File: src/sv/svpwm_pkg.sv
package svpwm_pkg;

   localparam int unsigned REG_WIDTH = 8;
   localparam int unsigned CSR_ADDR_WIDTH = 3;
   localparam int unsigned ANGLE_WIDTH = 2;
   localparam int unsigned POWER_WIDTH = 4;

   localparam logic [ANGLE_WIDTH-1:0] ANGLE_ONE = 2'd1;
   localparam logic [ANGLE_WIDTH-1:0] ANGLE_TWO = 2'd2;
   localparam logic [ANGLE_WIDTH-1:0] ANGLE_THREE = 2'd3;

   localparam logic [POWER_WIDTH-1:0] POWER_RESET = 4'd5;

   typedef enum logic [CSR_ADDR_WIDTH-1:0] {
      CSR_ANGLE1_HIGH = 3'd0,
      CSR_ANGLE2_HIGH = 3'd1,
      CSR_ANGLE3_HIGH = 3'd2,
      CSR_SERVO_LOW   = 3'd3,
      CSR_PWM_SLOT    = 3'd4
   } csr_index_type;

   typedef struct packed {
      logic [REG_WIDTH-1:0] angle1_high_ticks;
      logic [REG_WIDTH-1:0] angle2_high_ticks;
      logic [REG_WIDTH-1:0] angle3_high_ticks;
      logic [REG_WIDTH-1:0] servo_low_ticks;
      logic [REG_WIDTH-1:0] pwm_slot_ticks;
   } cfg_type;

   typedef struct packed {
      logic tick;
      logic press_direction;
      logic press_power;
      logic press_angle;
   } item_type;

   typedef struct packed {
      logic                   servo_pulse;
      logic                   drive_forward;
      logic                   drive_reverse;
      logic [ANGLE_WIDTH-1:0] angle_select;
      logic [POWER_WIDTH-1:0] power_level;
   } result_type;

   function automatic logic [REG_WIDTH-1:0] at_least_one(input logic [REG_WIDTH-1:0] v);
      return (v == '0) ? REG_WIDTH'(1) : v;
   endfunction

endpackage

File: src/sv/svpwm_req_if.sv
interface svpwm_req_if;
   logic valid;
   logic ready;
   logic tick;
   logic press_direction;
   logic press_power;
   logic press_angle;

   modport source (output valid, tick, press_direction, press_power, press_angle,
                   input ready);
   modport sink (input valid, tick, press_direction, press_power, press_angle,
                 output ready);
endinterface

File: src/sv/svpwm_rsp_if.sv
interface svpwm_rsp_if;
   logic       valid;
   logic       ready;
   logic       servo_pulse;
   logic       drive_forward;
   logic       drive_reverse;
   logic [1:0] angle_select;
   logic [3:0] power_level;

   modport source (output valid, servo_pulse, drive_forward, drive_reverse, angle_select,
                   power_level, input ready);
   modport sink (input valid, servo_pulse, drive_forward, drive_reverse, angle_select,
                 power_level, output ready);
endinterface

File: src/sv/servo_and_dc_motor_pwm_drive_top.sv
// Channel   Direction  Handshake        Payload
// req_chan  in         valid / ready    tick, press_direction, press_power, press_angle
// rsp_chan  out        valid / ready    servo_pulse, drive_forward, drive_reverse,
//                                       angle_select, power_level
// csr_*     in         csr_we           csr_addr, csr_wdata
//
// One item is taken per clock cycle unless the output stalls; each item yields one
// result, which passes through an input register and then a result register.
// The reset is synchronous and active high; no item is accepted while it is asserted.
// A stalled result holds in the result register while the next item waits in the input
// register, so the input side stops only when both registers are full.
module servo_and_dc_motor_pwm_drive_top
   import svpwm_pkg::*;
#(
   parameter int unsigned PWM_SLOTS = 10
)
(
   input  logic                      clock,
   input  logic                      reset,
   svpwm_req_if.sink                 req_chan,
   svpwm_rsp_if.source               rsp_chan,
   input  logic                      csr_we,
   input  logic [CSR_ADDR_WIDTH-1:0] csr_addr,
   input  logic [REG_WIDTH-1:0]      csr_wdata
);

   cfg_type                cfg_ff;
   item_type               item_ff;
   item_type               item_in;
   logic                   item_valid_ff;
   logic                   item_valid_in;
   result_type             result_ff;
   result_type             result_in;
   logic                   result_valid_ff;
   logic                   result_valid_in;
   logic                   advance;
   logic                   accept;
   logic                   step;
   logic                   servo_pulse_in;
   logic [ANGLE_WIDTH-1:0] angle_in;
   logic                   drive_forward_in;
   logic                   drive_reverse_in;
   logic [POWER_WIDTH-1:0] power_in;

   always_ff @(posedge clock) begin
      if (reset) begin
         cfg_ff.angle1_high_ticks <= 8'd5;
         cfg_ff.angle2_high_ticks <= 8'd10;
         cfg_ff.angle3_high_ticks <= 8'd17;
         cfg_ff.servo_low_ticks <= 8'd156;
         cfg_ff.pwm_slot_ticks <= 8'd78;
      end else if (csr_we) begin
         case (csr_addr)
            CSR_ANGLE1_HIGH: cfg_ff.angle1_high_ticks <= csr_wdata;
            CSR_ANGLE2_HIGH: cfg_ff.angle2_high_ticks <= csr_wdata;
            CSR_ANGLE3_HIGH: cfg_ff.angle3_high_ticks <= csr_wdata;
            CSR_SERVO_LOW:   cfg_ff.servo_low_ticks <= csr_wdata;
            CSR_PWM_SLOT:    cfg_ff.pwm_slot_ticks <= csr_wdata;
            default: begin
            end
         endcase
      end
   end

   assign advance = ~result_valid_ff | rsp_chan.ready;
   assign req_chan.ready = ~reset & (~item_valid_ff | advance);
   assign accept = req_chan.valid & req_chan.ready;
   assign step = item_valid_ff & advance;

   always_comb begin
      item_in = item_ff;
      if (accept) begin
         item_in.tick = req_chan.tick;
         item_in.press_direction = req_chan.press_direction;
         item_in.press_power = req_chan.press_power;
         item_in.press_angle = req_chan.press_angle;
      end
      item_valid_in = accept | (item_valid_ff & ~advance);
   end

   svpwm_servo u_servo (
      .clock          (clock),
      .reset          (reset),
      .step           (step),
      .item           (item_ff),
      .cfg            (cfg_ff),
      .servo_pulse_in (servo_pulse_in),
      .angle_in       (angle_in)
   );

   svpwm_motor #(
      .PWM_SLOTS (PWM_SLOTS)
   ) u_motor (
      .clock            (clock),
      .reset            (reset),
      .step             (step),
      .item             (item_ff),
      .cfg              (cfg_ff),
      .drive_forward_in (drive_forward_in),
      .drive_reverse_in (drive_reverse_in),
      .power_in         (power_in)
   );

   always_comb begin
      result_in = result_ff;
      if (step) begin
         result_in.servo_pulse = servo_pulse_in;
         result_in.drive_forward = drive_forward_in;
         result_in.drive_reverse = drive_reverse_in;
         result_in.angle_select = angle_in;
         result_in.power_level = power_in;
      end
      result_valid_in = step | (result_valid_ff & ~rsp_chan.ready);
   end

   always_ff @(posedge clock) begin
      if (reset) begin
         item_valid_ff <= 1'b0;
         result_valid_ff <= 1'b0;
      end else begin
         item_valid_ff <= item_valid_in;
         result_valid_ff <= result_valid_in;
      end
   end

   always_ff @(posedge clock) begin
      item_ff <= item_in;
      result_ff <= result_in;
   end

   assign rsp_chan.valid = result_valid_ff;
   assign rsp_chan.servo_pulse = result_ff.servo_pulse;
   assign rsp_chan.drive_forward = result_ff.drive_forward;
   assign rsp_chan.drive_reverse = result_ff.drive_reverse;
   assign rsp_chan.angle_select = result_ff.angle_select;
   assign rsp_chan.power_level = result_ff.power_level;

endmodule

File: src/sv/svpwm_servo.sv
module svpwm_servo
   import svpwm_pkg::*;
(
   input  logic                   clock,
   input  logic                   reset,
   input  logic                   step,
   input  item_type               item,
   input  cfg_type                cfg,
   output logic                   servo_pulse_in,
   output logic [ANGLE_WIDTH-1:0] angle_in
);

   logic                   phase_ff;
   logic [REG_WIDTH-1:0]   remaining_ff;
   logic [ANGLE_WIDTH-1:0] angle_ff;
   logic                   phase_in;
   logic [REG_WIDTH-1:0]   remaining_in;
   logic [REG_WIDTH-1:0]   high_ticks;

   always_comb begin
      angle_in = angle_ff;
      if (item.press_angle) begin
         angle_in = (angle_ff == ANGLE_THREE) ? ANGLE_ONE : angle_ff + ANGLE_ONE;
      end
   end

   always_comb begin
      case (angle_in)
         ANGLE_ONE: high_ticks = at_least_one(cfg.angle1_high_ticks);
         ANGLE_TWO: high_ticks = at_least_one(cfg.angle2_high_ticks);
         default:   high_ticks = at_least_one(cfg.angle3_high_ticks);
      endcase
   end

   always_comb begin
      phase_in = phase_ff;
      remaining_in = remaining_ff;
      if (item.tick) begin
         if (remaining_ff > REG_WIDTH'(1)) begin
            remaining_in = remaining_ff - REG_WIDTH'(1);
         end else if (!phase_ff) begin
            phase_in = 1'b1;
            remaining_in = high_ticks;
         end else begin
            phase_in = 1'b0;
            remaining_in = at_least_one(cfg.servo_low_ticks);
         end
      end
   end

   assign servo_pulse_in = phase_in;

   always_ff @(posedge clock) begin
      if (reset) begin
         phase_ff <= 1'b0;
         remaining_ff <= '0;
         angle_ff <= ANGLE_ONE;
      end else if (step) begin
         phase_ff <= phase_in;
         remaining_ff <= remaining_in;
         angle_ff <= angle_in;
      end
   end

endmodule

File: src/sv/svpwm_motor.sv
module svpwm_motor
   import svpwm_pkg::*;
#(
   parameter int unsigned PWM_SLOTS = 10
)
(
   input  logic                   clock,
   input  logic                   reset,
   input  logic                   step,
   input  item_type               item,
   input  cfg_type                cfg,
   output logic                   drive_forward_in,
   output logic                   drive_reverse_in,
   output logic [POWER_WIDTH-1:0] power_in
);

   localparam logic [POWER_WIDTH-1:0] SLOTS = POWER_WIDTH'(PWM_SLOTS);

   logic                   direction_ff;
   logic [POWER_WIDTH-1:0] power_ff;
   logic [REG_WIDTH-1:0]   count_ff;
   logic [POWER_WIDTH-1:0] slot_ff;
   logic [POWER_WIDTH-1:0] latched_power_ff;
   logic                   latched_direction_ff;
   logic                   direction_in;
   logic [REG_WIDTH-1:0]   count_in;
   logic [POWER_WIDTH-1:0] slot_in;
   logic [POWER_WIDTH-1:0] latched_power_in;
   logic                   latched_direction_in;
   logic [REG_WIDTH-1:0]   count_next;
   logic [POWER_WIDTH-1:0] slot_next;
   logic                   drive_on;

   always_comb begin
      direction_in = direction_ff ^ item.press_direction;
      power_in = power_ff;
      if (item.press_power) begin
         power_in = (power_ff >= SLOTS) ? '0 : power_ff + POWER_WIDTH'(1);
      end
   end

   always_comb begin
      count_next = count_ff + REG_WIDTH'(1);
      slot_next = slot_ff + POWER_WIDTH'(1);
      count_in = count_ff;
      slot_in = slot_ff;
      latched_power_in = latched_power_ff;
      latched_direction_in = latched_direction_ff;
      if (item.tick) begin
         if (count_next >= at_least_one(cfg.pwm_slot_ticks)) begin
            count_in = '0;
            slot_in = slot_next;
            if (slot_next >= SLOTS) begin
               slot_in = '0;
               latched_power_in = power_in;
               latched_direction_in = direction_in;
            end
         end else begin
            count_in = count_next;
         end
      end
   end

   assign drive_on = slot_in < latched_power_in;
   assign drive_forward_in = drive_on & latched_direction_in;
   assign drive_reverse_in = drive_on & ~latched_direction_in;

   always_ff @(posedge clock) begin
      if (reset) begin
         direction_ff <= 1'b0;
         power_ff <= POWER_RESET;
         count_ff <= '0;
         slot_ff <= '0;
         latched_power_ff <= POWER_RESET;
         latched_direction_ff <= 1'b0;
      end else if (step) begin
         direction_ff <= direction_in;
         power_ff <= power_in;
         count_ff <= count_in;
         slot_ff <= slot_in;
         latched_power_ff <= latched_power_in;
         latched_direction_ff <= latched_direction_in;
      end
   end

endmodule

File: src/flat_wrapper.sv
// flat-port wrapper written by rule: the top's interface ports become plain ports
module servo_and_dc_motor_pwm_drive_top_flat import svpwm_pkg::*;
#(
   parameter int unsigned PWM_SLOTS = 10
)
  (clock, reset, csr_we, csr_addr, csr_wdata, req_chan_valid, req_chan_tick, req_chan_press_direction, req_chan_press_power, req_chan_press_angle, req_chan_ready, rsp_chan_valid, rsp_chan_servo_pulse, rsp_chan_drive_forward, rsp_chan_drive_reverse, rsp_chan_angle_select, rsp_chan_power_level, rsp_chan_ready);
  svpwm_req_if req_chan_i ();
  svpwm_rsp_if rsp_chan_i ();
  input  logic clock;
  input  logic reset;
  input  logic csr_we;
  input  logic [CSR_ADDR_WIDTH-1:0] csr_addr;
  input  logic [REG_WIDTH-1:0] csr_wdata;
  input wire logic [$bits(req_chan_i.valid)-1:0] req_chan_valid;
  input wire logic [$bits(req_chan_i.tick)-1:0] req_chan_tick;
  input wire logic [$bits(req_chan_i.press_direction)-1:0] req_chan_press_direction;
  input wire logic [$bits(req_chan_i.press_power)-1:0] req_chan_press_power;
  input wire logic [$bits(req_chan_i.press_angle)-1:0] req_chan_press_angle;
  output wire logic [$bits(req_chan_i.ready)-1:0] req_chan_ready;
  output wire logic [$bits(rsp_chan_i.valid)-1:0] rsp_chan_valid;
  output wire logic [$bits(rsp_chan_i.servo_pulse)-1:0] rsp_chan_servo_pulse;
  output wire logic [$bits(rsp_chan_i.drive_forward)-1:0] rsp_chan_drive_forward;
  output wire logic [$bits(rsp_chan_i.drive_reverse)-1:0] rsp_chan_drive_reverse;
  output wire logic [$bits(rsp_chan_i.angle_select)-1:0] rsp_chan_angle_select;
  output wire logic [$bits(rsp_chan_i.power_level)-1:0] rsp_chan_power_level;
  input wire logic [$bits(rsp_chan_i.ready)-1:0] rsp_chan_ready;
  assign req_chan_i.valid = req_chan_valid;
  assign req_chan_i.tick = req_chan_tick;
  assign req_chan_i.press_direction = req_chan_press_direction;
  assign req_chan_i.press_power = req_chan_press_power;
  assign req_chan_i.press_angle = req_chan_press_angle;
  assign req_chan_ready = req_chan_i.ready;
  assign rsp_chan_valid = rsp_chan_i.valid;
  assign rsp_chan_servo_pulse = rsp_chan_i.servo_pulse;
  assign rsp_chan_drive_forward = rsp_chan_i.drive_forward;
  assign rsp_chan_drive_reverse = rsp_chan_i.drive_reverse;
  assign rsp_chan_angle_select = rsp_chan_i.angle_select;
  assign rsp_chan_power_level = rsp_chan_i.power_level;
  assign rsp_chan_i.ready = rsp_chan_ready;
  servo_and_dc_motor_pwm_drive_top #(.PWM_SLOTS(PWM_SLOTS)) u_core (.clock(clock), .reset(reset), .req_chan(req_chan_i), .rsp_chan(rsp_chan_i), .csr_we(csr_we), .csr_addr(csr_addr), .csr_wdata(csr_wdata));
endmodule
File: config.mk
export PLATFORM = sky130hd
export DESIGN_NAME = servo_and_dc_motor_pwm_drive_top_flat
export DESIGN_NICKNAME = d
export VERILOG_FILES = /design/src/sv/svpwm_pkg.sv /design/src/sv/svpwm_req_if.sv /design/src/sv/svpwm_rsp_if.sv /design/src/sv/servo_and_dc_motor_pwm_drive_top.sv /design/src/sv/svpwm_servo.sv /design/src/sv/svpwm_motor.sv /design/src/flat_wrapper.sv
export SDC_FILE = /design/constraint.sdc
export NUM_CORES = 1
export LEC_CHECK = 0
export ABC_AREA = 0
export BUFFER_PORTS_ARGS = -buffer_cell sky130_fd_sc_hd__buf_2
export CORE_ASPECT_RATIO = 0.5
export CORE_UTILIZATION = 35
export DETAILED_ROUTE_END_ITERATION = 10
export GPL_TIMING_DRIVEN = 0
export SETUP_SLACK_MARGIN = 0.3
export SLEW_MARGIN = 40
export SYNTH_ARGS = -nofsm -noshare
export SYNTH_HDL_FRONTEND = slang
export SYNTH_SLANG_ARGS = --single-unit
File: constraint.sdc
create_clock -name clock -period 3.05 [get_ports clock]
set_input_delay 0.1525 -clock clock [delete_from_list [all_inputs] [get_ports clock]]
set_output_delay 0.1525 -clock clock [all_outputs]
set_load 0.05 [all_outputs]
* Word-level counts from Yosys, hierarchy flattened
Index checks and enable logic that the tools add are counted.
Widths: inputs -> output; s select.
** Storage, ports and cells
- Bits in registers :: 88
- Word-level logic and storage cells :: 97
- Output and inout bits :: 11
** Cells by class
- Reduce and logical (&&, ||, !) cells :: 12
- Bitwise gates (word level) :: 18
- Multiplexer cells :: 25
- Order comparisons :: 5
- Add/sub/neg operators :: 5
- Eq/ne operators :: 7
** Operator list (count)
- $mux 8 :: 8
- $logic_not 8->1 :: 5
- $mux 4 :: 8
- $pmux 8 s2 :: 1
- $reduce_and 2->1 :: 6
- $add 4x1->4 const B :: 2
- $add 8x1->8 const B :: 1
- $ge 4x4->1 const B :: 2
- $ge 8x8->1 :: 1
- $gt 8x1->1 const B :: 1
- $sub 8x1->8 const B :: 1
- $and 1x1->1 :: 7
- $eq 3x2->1 const B :: 2
- $mux 1 :: 6
- $not 1->1 :: 6
- $eq 2x2->1 const B :: 2
- $lt 4x4->1 :: 1
- $mux 2 :: 2
- $or 1x1->1 :: 4
- $eq 3x1->1 const B :: 1
- $eq 3x3->1 const B :: 1
- $logic_not 3->1 :: 1
- $add 2x1->2 const B :: 1
- $eq 2x1->1 const B :: 1
- $xor 1x1->1 :: 1

* Depth between registers and ports, before layout
Gate-level depths: netlist of the first run.
- Depth in word-level cells :: 8
- Gate-level depth with buffers :: 15

* By module
From an unflattened synthesis of the first run, not the netlist that was laid out.
** Second synthesis, totals
- Cells, all modules :: 510
- Area, all modules :: 4783.3 um^2
** Modules (own cells, without submodules)
- servo_and_dc_motor_pwm_drive_top :: cells each 178, area each 2114.5 um^2, instances 1
- svpwm_motor :: cells each 195, area each 1649.1 um^2, instances 1
- svpwm_servo :: cells each 137, area each 1019.7 um^2, instances 1

* Worst setup path after synthesis of the first run
OpenSTA, ideal clock, no wires.
- Kind :: register to register
- From :: reg u_core.u_motor.count_ff[0]
- To :: reg u_core.result_ff, in the netlist u_core.rsp_chan.drive_reverse, data pin
- Buffers on the path :: 0
- Arrival time :: 3.078 ns
- Setup slack :: -0.187 ns
- Stages on the path, launching flop included :: 15
- Cells stage by stage :: dfxtp_1 and3_1 and3_1 nand3_1 xnor2_1 ha_1 nand2_1 o21ai_1 o21ai_2 o41a_1 nand2_1 ha_1 a21o_1 a21o_1 nor3b_1
** Between the ends
- Cells in the longest elaborated chain, start to end :: 6
** Ends and longest elaborated chain
- start: declaration :: line svpwm_motor.sv:21 : logic [REG_WIDTH-1:0] count_ff;
- start signal: assignment :: line svpwm_motor.sv:79 : count_ff <= count_in;
- $add 8x1->8 :: line svpwm_motor.sv:43 : count_next = count_ff + REG_WIDTH'(1);
- $ge 8x8->1 :: line svpwm_motor.sv:50 : if (count_next >= at_least_one(cfg.pwm_slot_ticks)) begin
- $mux 4 :: line svpwm_motor.sv:50
- $mux 4 :: line svpwm_motor.sv:49 : if (item.tick) begin
- via u_core.u_motor.slot_in[2] :: line svpwm_motor.sv:27 : logic [POWER_WIDTH-1:0] slot_in;
- $lt 4x4->1 :: line svpwm_motor.sv:64 : assign drive_on = slot_in < latched_power_in;
- $and 1x1->1 :: line svpwm_motor.sv:66 : assign drive_reverse_in = drive_on & ~latched_direction_in;
- via u_core.drive_reverse_in :: line servo_and_dc_motor_pwm_drive_top.sv:42 : logic drive_reverse_in;
- end signal: assignment :: line servo_and_dc_motor_pwm_drive_top.sv:128 : result_ff <= result_in;
- end: declaration :: line servo_and_dc_motor_pwm_drive_top.sv:32 : result_type result_ff;
The timed path passes the listed nets, and every way through them passes these cells.
A chain may end at the register's enable or synchronous reset.

* Final worst setup path of the first run
Ends and elaborated chain as after synthesis.

==> results.toml, run 1 <==
[floorplan]
die_h_um = 81.72
core_area_sq_um = 12090
initial_utilization_pct = 36.80
dieWidth_um = 161.4
rows = 28
top_level_ports = 31
die_area_sq_um = 13190

[synth]
synthCells = 526
synth_edf_count = 13
synthesis.nets = 567
synth_area_per_cell_sq_um = 8.456
synth_most_common_cell = "nand2_1"
ys_top_cells_by_count = "101 x nand2_1, 75 x dfxtp_1, 42 x a21oi_1"
yosysWarningCount = 0
netlist_top_cells_area = "dfxtp_1 34%, edfxtp_1 8.8%, nand2_1 8.5%, ha_1 5.9%, a21oi_1 4.7%"
synthFlopType = "dfxtp_1"
ys_types = 55
synth_top_area_share_pct = 33.76
syn_area_sq_um = 4448
synth_area_leader_cell = "dfxtp_1"
synthArstFlopShare_pct = 0
ys_ff_latch = 88
synth_seq_area_share_pct = 42.53

[clock_network]
cts_sinks = 88
cts_buffers = 9
clockBufferDepth = 2
clk_pin_slew_ns = 0.07
cts_tree = "done"
ctsRootBufferMaster = "clkbuf_16"
htree_levels = 3
clock_latency_ns = 0.34

[route]
vias = 3904
ant_nets = 0
drt_iter0_drc = 221
route.detailed.drc = 0
finalWirelength_um = 11260
wl_per_cell_um = 14.85
dr.pass1.iters = 4
viasPerCell = 5.150

[global_routing]
grt_antenna_before_repair = 0
grt-ovfl-total = 0
grt_use_total_pct = 17.65
grt_pass1_vias = 3586
grt_pass1_wl_um = 18070
grt_max_degree = 19

[sta]
finClkSkew_ns = 0.008286
max_slew_margin_pct = 50.17
setup_tns_ns = -0.4957
tightest_slew_ns = 0.7474
fin_crit_ns = 3.299
holdWs_ns = 0.02601
finalCritPeriodShare_pct = 108.2
fmax_mhz = 303.1
hold_viol = 0
drv_slew = 0
setup_slack_ns = -0.2488
rsz0062_at_grt = "true"
setup_viol = 2

[power]
p_leak_nw = 2.165
power-per-cell-area_nw_per_um2 = 513.1
ir_drop_mv = 0.2181

[critical_path]
path_class = "flop to flop"
crit_chain = "and3_4 -> and3_4 -> nand3_4 -> xnor2_4 -> ha_4 -> buf_4 -> a21oi_4 -> o21ai_4 -> o21ai_4 -> o41a_1 -> nand2_2 -> ha_4 -> nand3_2 -> a41oi_2 -> o211a_1 -> nor3b_2"
critPathMaxStageDelay_ns = 0.35
start_kind = "flop"
cp_top_family = "compound AO/OA/AOI/OAI gates"
crit_buf_inv = 1
cp.arrival_ns = 3.39
slowest_stage = "dfxtp_2"
end_kind = "flop"
required_ns = 3.14
cp_max_fo = 6

[final_layout]
finish.utilization_pct = 45.26
fin_nets = 629
multi_input_area_sq_um = 2522
n_fill_cell = 1212
syn_to_final_growth_pct = 22.98
seq_area_sq_um = 1896
layout-drive-gt1-share_pct = 16.86
antenna_cells = 0
fin_area_sq_um = 5470

[job]
maxCapViolCount = 0

[placement]
portBuffers = 29
place_congestion = 0.8183
dp_hpwl_um = 7989
placed_area_sq_um = 4823

[run_status]
violations = "setup timing"
outcome = "complete, but fails checks"

[hold_path]
hold_path_class = "primary input to flop"
stage by stage:
stage	worst slack, ns	cells	power [mW]
6_report	-0.2488	758	2.807
5_1_grt	-0.4209	758	2.939
4_1_cts	-0.2104	755	2.823
3_5_place_dp	-0.3210	720	1.660
3_3_place_gp	-0.2918	720	1.656
2_1_floorplan	-0.003604	526	1.545
metal layers:
layer	vias to the layer above	part of all wire [%]	GRT usage, %
li1	1985	-	-
met1	1831	51	24.33
met2	80	43	27.84
met3	8	4.1	3.838
met4	0	1.0	5.094
met5	-	0	0
logic make-up (layout without fill, tap and decap cells):
logic type	Yosys count	after routing	synth area share (%)
compound gates	125	125	18.90
xor+xnor	12	12	2.363
fa+ha+maj	21	21	5.907
buf+inv	50	117	4.332
flops	88	88	42.53
mux	14	14	3.178
simple gates	216	216	22.78
where the power goes:
part	internal, mW	total (mW)	switching (mW)
clock network	0.686	1.16	0.471
registers	1.22	1.25	0.0334
logic	0.141	0.396	0.254
total	2.05	2.81	0.759
cell type report:
cell class / instances / area share, %
multi-input combinational: 388 / 46.11
tap: 165 / 3.774
sequential: 88 / 34.65
timing repair buffer: 51 / 6.221
buffer: 23 / 1.670
clock buffer: 10 / 4.575
inverter: 27 / 1.853
clock inverter: 6 / 1.144
layout by cell type, fill, tap and decap left out, types with 4 or more instances in the layout:
cell           instances
nand2_1              100
a211oi_1               6
dfxtp_1               72
nor4_1                 5
xor2_1                 6
or3_1                  4
o31ai_1                4
a22oi_1                6
mux2i_1               13
ha_1                  18
clkbuf_1              17
a211o_1                8
edfxtp_1              13
inv_1                 26
o211ai_1               6
nor3_1                10
a21oi_1               39
nor2b_1                7
a221o_1                6
xnor2_1                5
clkbuf_16             10
buf_2                 33
buf_4                 15
o21ai_0               21
nand3b_1              16
o21ai_1                4
nor2_1                40
dlygate4sd3_1          4
nand3_1                7
flip-flops by register name, summed over array words and instances, names as in the netlist, 2 cells and up:
name and cells:
u_core.u_motor.latched_power_ff 4, u_core.cfg_ff 40, u_core.u_servo.remaining_ff 8, u_core.item_ff 4, u_core.rsp_chan.angle_select 2, u_core.u_servo.angle_ff 2
u_core.rsp_chan.power_level 4, u_core.u_motor.power_ff 4, u_core.u_motor.slot_ff 4, u_core.u_motor.count_ff 8
worst paths after layout:
check                                   from                       endpoint  slack, ns  depth (start not counted)
setup / recovery  u_core.u_motor.count_ff[0]  u_core.rsp_chan.drive_reverse      -0.25                         16
hold / removal                req_chan_valid           u_core.item_valid_ff       0.03                          3
setup reg to reg  u_core.u_motor.count_ff[0]  u_core.rsp_chan.drive_reverse      -0.25                         16
hold reg to reg             u_core.cfg_ff[0]               u_core.cfg_ff[0]       0.46                          2
tightest hold or removal path: stages:
cell and delay (ns):
buf_2 0.08, a21oi_1 0.03, nor2_1 0.06
what timing repair did:
item	CTS	global route
setup buffers	15	3
setup endpoints to repair	2	19
pin swaps	12	10
hold buffers	4	0
resized for setup	16	11
endpoints found under the hold margin	4	0
Power figures use the tool's default switching activity.
==> inputs of run 2 (changes only) <==
--- a/config.mk
+++ b/config.mk
@@ -8,7 +8,7 @@
 export ABC_AREA = 0
 export BUFFER_PORTS_ARGS = -buffer_cell sky130_fd_sc_hd__buf_2
 export CORE_ASPECT_RATIO = 0.5
-export CORE_UTILIZATION = 35
+export CORE_UTILIZATION = 30
 export DETAILED_ROUTE_END_ITERATION = 10
 export GPL_TIMING_DRIVEN = 0
 export SETUP_SLACK_MARGIN = 0.3
==> results.toml, run 2 (synthesis results as in run 1) <==
[placement]
dpl.cell_count = 753
dp_hpwl_um = 7982
place_congestion = 0.8598
post-place-ws_ns = -0.3179
portBuffers = 29

[route]
finalWirelength_um = 11480
vias = 3918
ant_nets = 0
dr.pass1.iters = 8
viasPerCell = 4.959
drt_iter0_drc = 260
wl_per_cell_um = 14.53
route.detailed.drc = 2

[sta]
fmax_mhz = 309.4
holdWs_ns = 0.03149
finClkSkew_ns = 0.009091
setup_viol = 2
rsz0062_at_grt = "true"
drv_slew = 0
tightest_slew_ns = 0.7841
max_slew_margin_pct = 47.72
fin_crit_ns = 3.232
setup_slack_ns = -0.1823
hold_viol = 0
finalCritPeriodShare_pct = 106.0

[clock_network]
cts_tree = "done"
clockBufferDepth = 2
cts_sinks = 88
cts_buffers = 9
htree_levels = 3
clock_latency_ns = 0.34
ctsRootBufferMaster = "clkbuf_16"
clk_pin_slew_ns = 0.07

[global_routing]
grt_max_degree = 19
grt_use_total_pct = 15.58
grt_antenna_before_repair = 0
grt_pass1_vias = 3670
grt-ovfl-total = 0
grt_pass1_wl_um = 18600

[floorplan]
core_area_sq_um = 14470
die_area_sq_um = 15350
rows = 31
top_level_ports = 31
initial_utilization_pct = 30.74
dieWidth_um = 174.2
die_h_um = 88.10

[critical_path]
end_kind = "flop"
cp.arrival_ns = 3.33
path_class = "flop to flop"
required_ns = 3.15
cp_max_fo = 5
start_kind = "flop"

[final_layout]
antenna_cells = 0
n_fill_cell = 1459
layout-drive-gt1-share_pct = 17.40
largest-register = "u_core.cfg_ff"
finish.utilization_pct = 38.18
final_cells = 790
fin_nets = 628
final_common_cell = "nand2_1"
reg.largest.list = "u_core.cfg_ff x40, u_core.u_motor.count_ff x8, u_core.u_servo.remaining_ff x8"
syn_to_final_growth_pct = 24.19
layout_common_cells = "100 x nand2_1, 72 x dfxtp_1, 39 x nor2_1, 39 x a21oi_1, 33 x buf_2"
largest_register_ffs = 40

[power]
power-per-cell-area_nw_per_um2 = 493.4
ir_drop_mv = 0.2829
p_leak_nw = 2.144

[hold_path]
hold_path_class = "primary input to flop"

[run_status]
outcome = "complete, but fails checks"
violations = "DRC, setup timing"

[job]
maxCapViolCount = 0
[run 2: changes by cell type in the layout (fill, tap and decap cells not counted), sizes merged]
cell,before,now
buf,53,52
bufinv,1,0
clkinvlp,0,1
[run 2: timing repair]
item,CTS,global route
cloned,0,0
endpoints found under the setup margin,2,18
buffers inserted,15,2
resized for setup,14,23
hold buffers,4,0
hold endpoints to repair,4,0
pin swaps,12,16
[run 2: per-stage QoR]
| stage | total power, mW | instance area, sq um | setup TNS (ns) |
|---|---|---|---|
| 6_report | 2.726 | 5524 | -0.3635 |
| 5_1_grt | 2.846 | 5524 | -0.6186 |
| 4_1_cts | 2.741 | 5371 | -0.3729 |
| 3_5_place_dp | 1.667 | 4865 | -0.6319 |
| 3_3_place_gp | 1.660 | 4865 | -0.5715 |
| 2_1_floorplan | 1.545 | 4472 | -0.003604 |
[run 2: where the power goes]
group          switching (mW)  total, mW  internal (mW)
combinational           0.260      0.402          0.142
sequential             0.0323       1.25           1.22
clock                   0.484       1.07          0.586
[run 2: area by class of cell]
class	instances	area [sq um]	share of cell area (%)
well taps	198	247.7	4.485
clock inverters	6	51.30	0.9287
flip-flops and latches	88	1898	34.36
clock buffers	10	239.0	4.326
repair buffers	50	331.6	6.002
inverters	27	101.3	1.835
plain buffers	23	91.34	1.653
multi-input cells	388	2564	46.41
[run 2: worst paths after layout]
check	from	end	slack, ns	cells past startpoint
worst max-delay path	u_core.u_motor.count_ff[0]	u_core.rsp_chan.drive_reverse	-0.18	16
worst min-delay path	req_chan_valid	u_core.item_valid_ff	0.03	3
worst max register to register	u_core.u_motor.count_ff[0]	u_core.rsp_chan.drive_reverse	-0.18	16
worst min register to register	u_core.cfg_ff[0]	u_core.cfg_ff[0]	0.46	2
[run 2: worst max-delay path, cell delays in order, from the launching register on]
cell and delay [ns]:
dfxtp_4 0.37, and3_4 0.18, and3_4 0.21, nand3_4 0.10
xnor2_4 0.20, ha_4 0.23, buf_4 0.14, a21oi_4 0.14
o21ai_4 0.11, o21ai_4 0.25, o41a_1 0.19, nand2_2 0.08
ha_4 0.28, nand3_2 0.07, a41oi_2 0.15, o211a_1 0.22
nor3b_2 0.06
[run 2: layer usage]
| metal | global-route usage (%) | vias to the layer above | share of wire [%] |
|---|---|---|---|
| li1 | - | 1983 | - |
| met1 | 19.97 | 1873 | 49 |
| met2 | 27.20 | 57 | 47 |
| met3 | 3.082 | 5 | 3.0 |
| met4 | 3.828 | 0 | 0.44 |
| met5 | 0 | - | 0 |
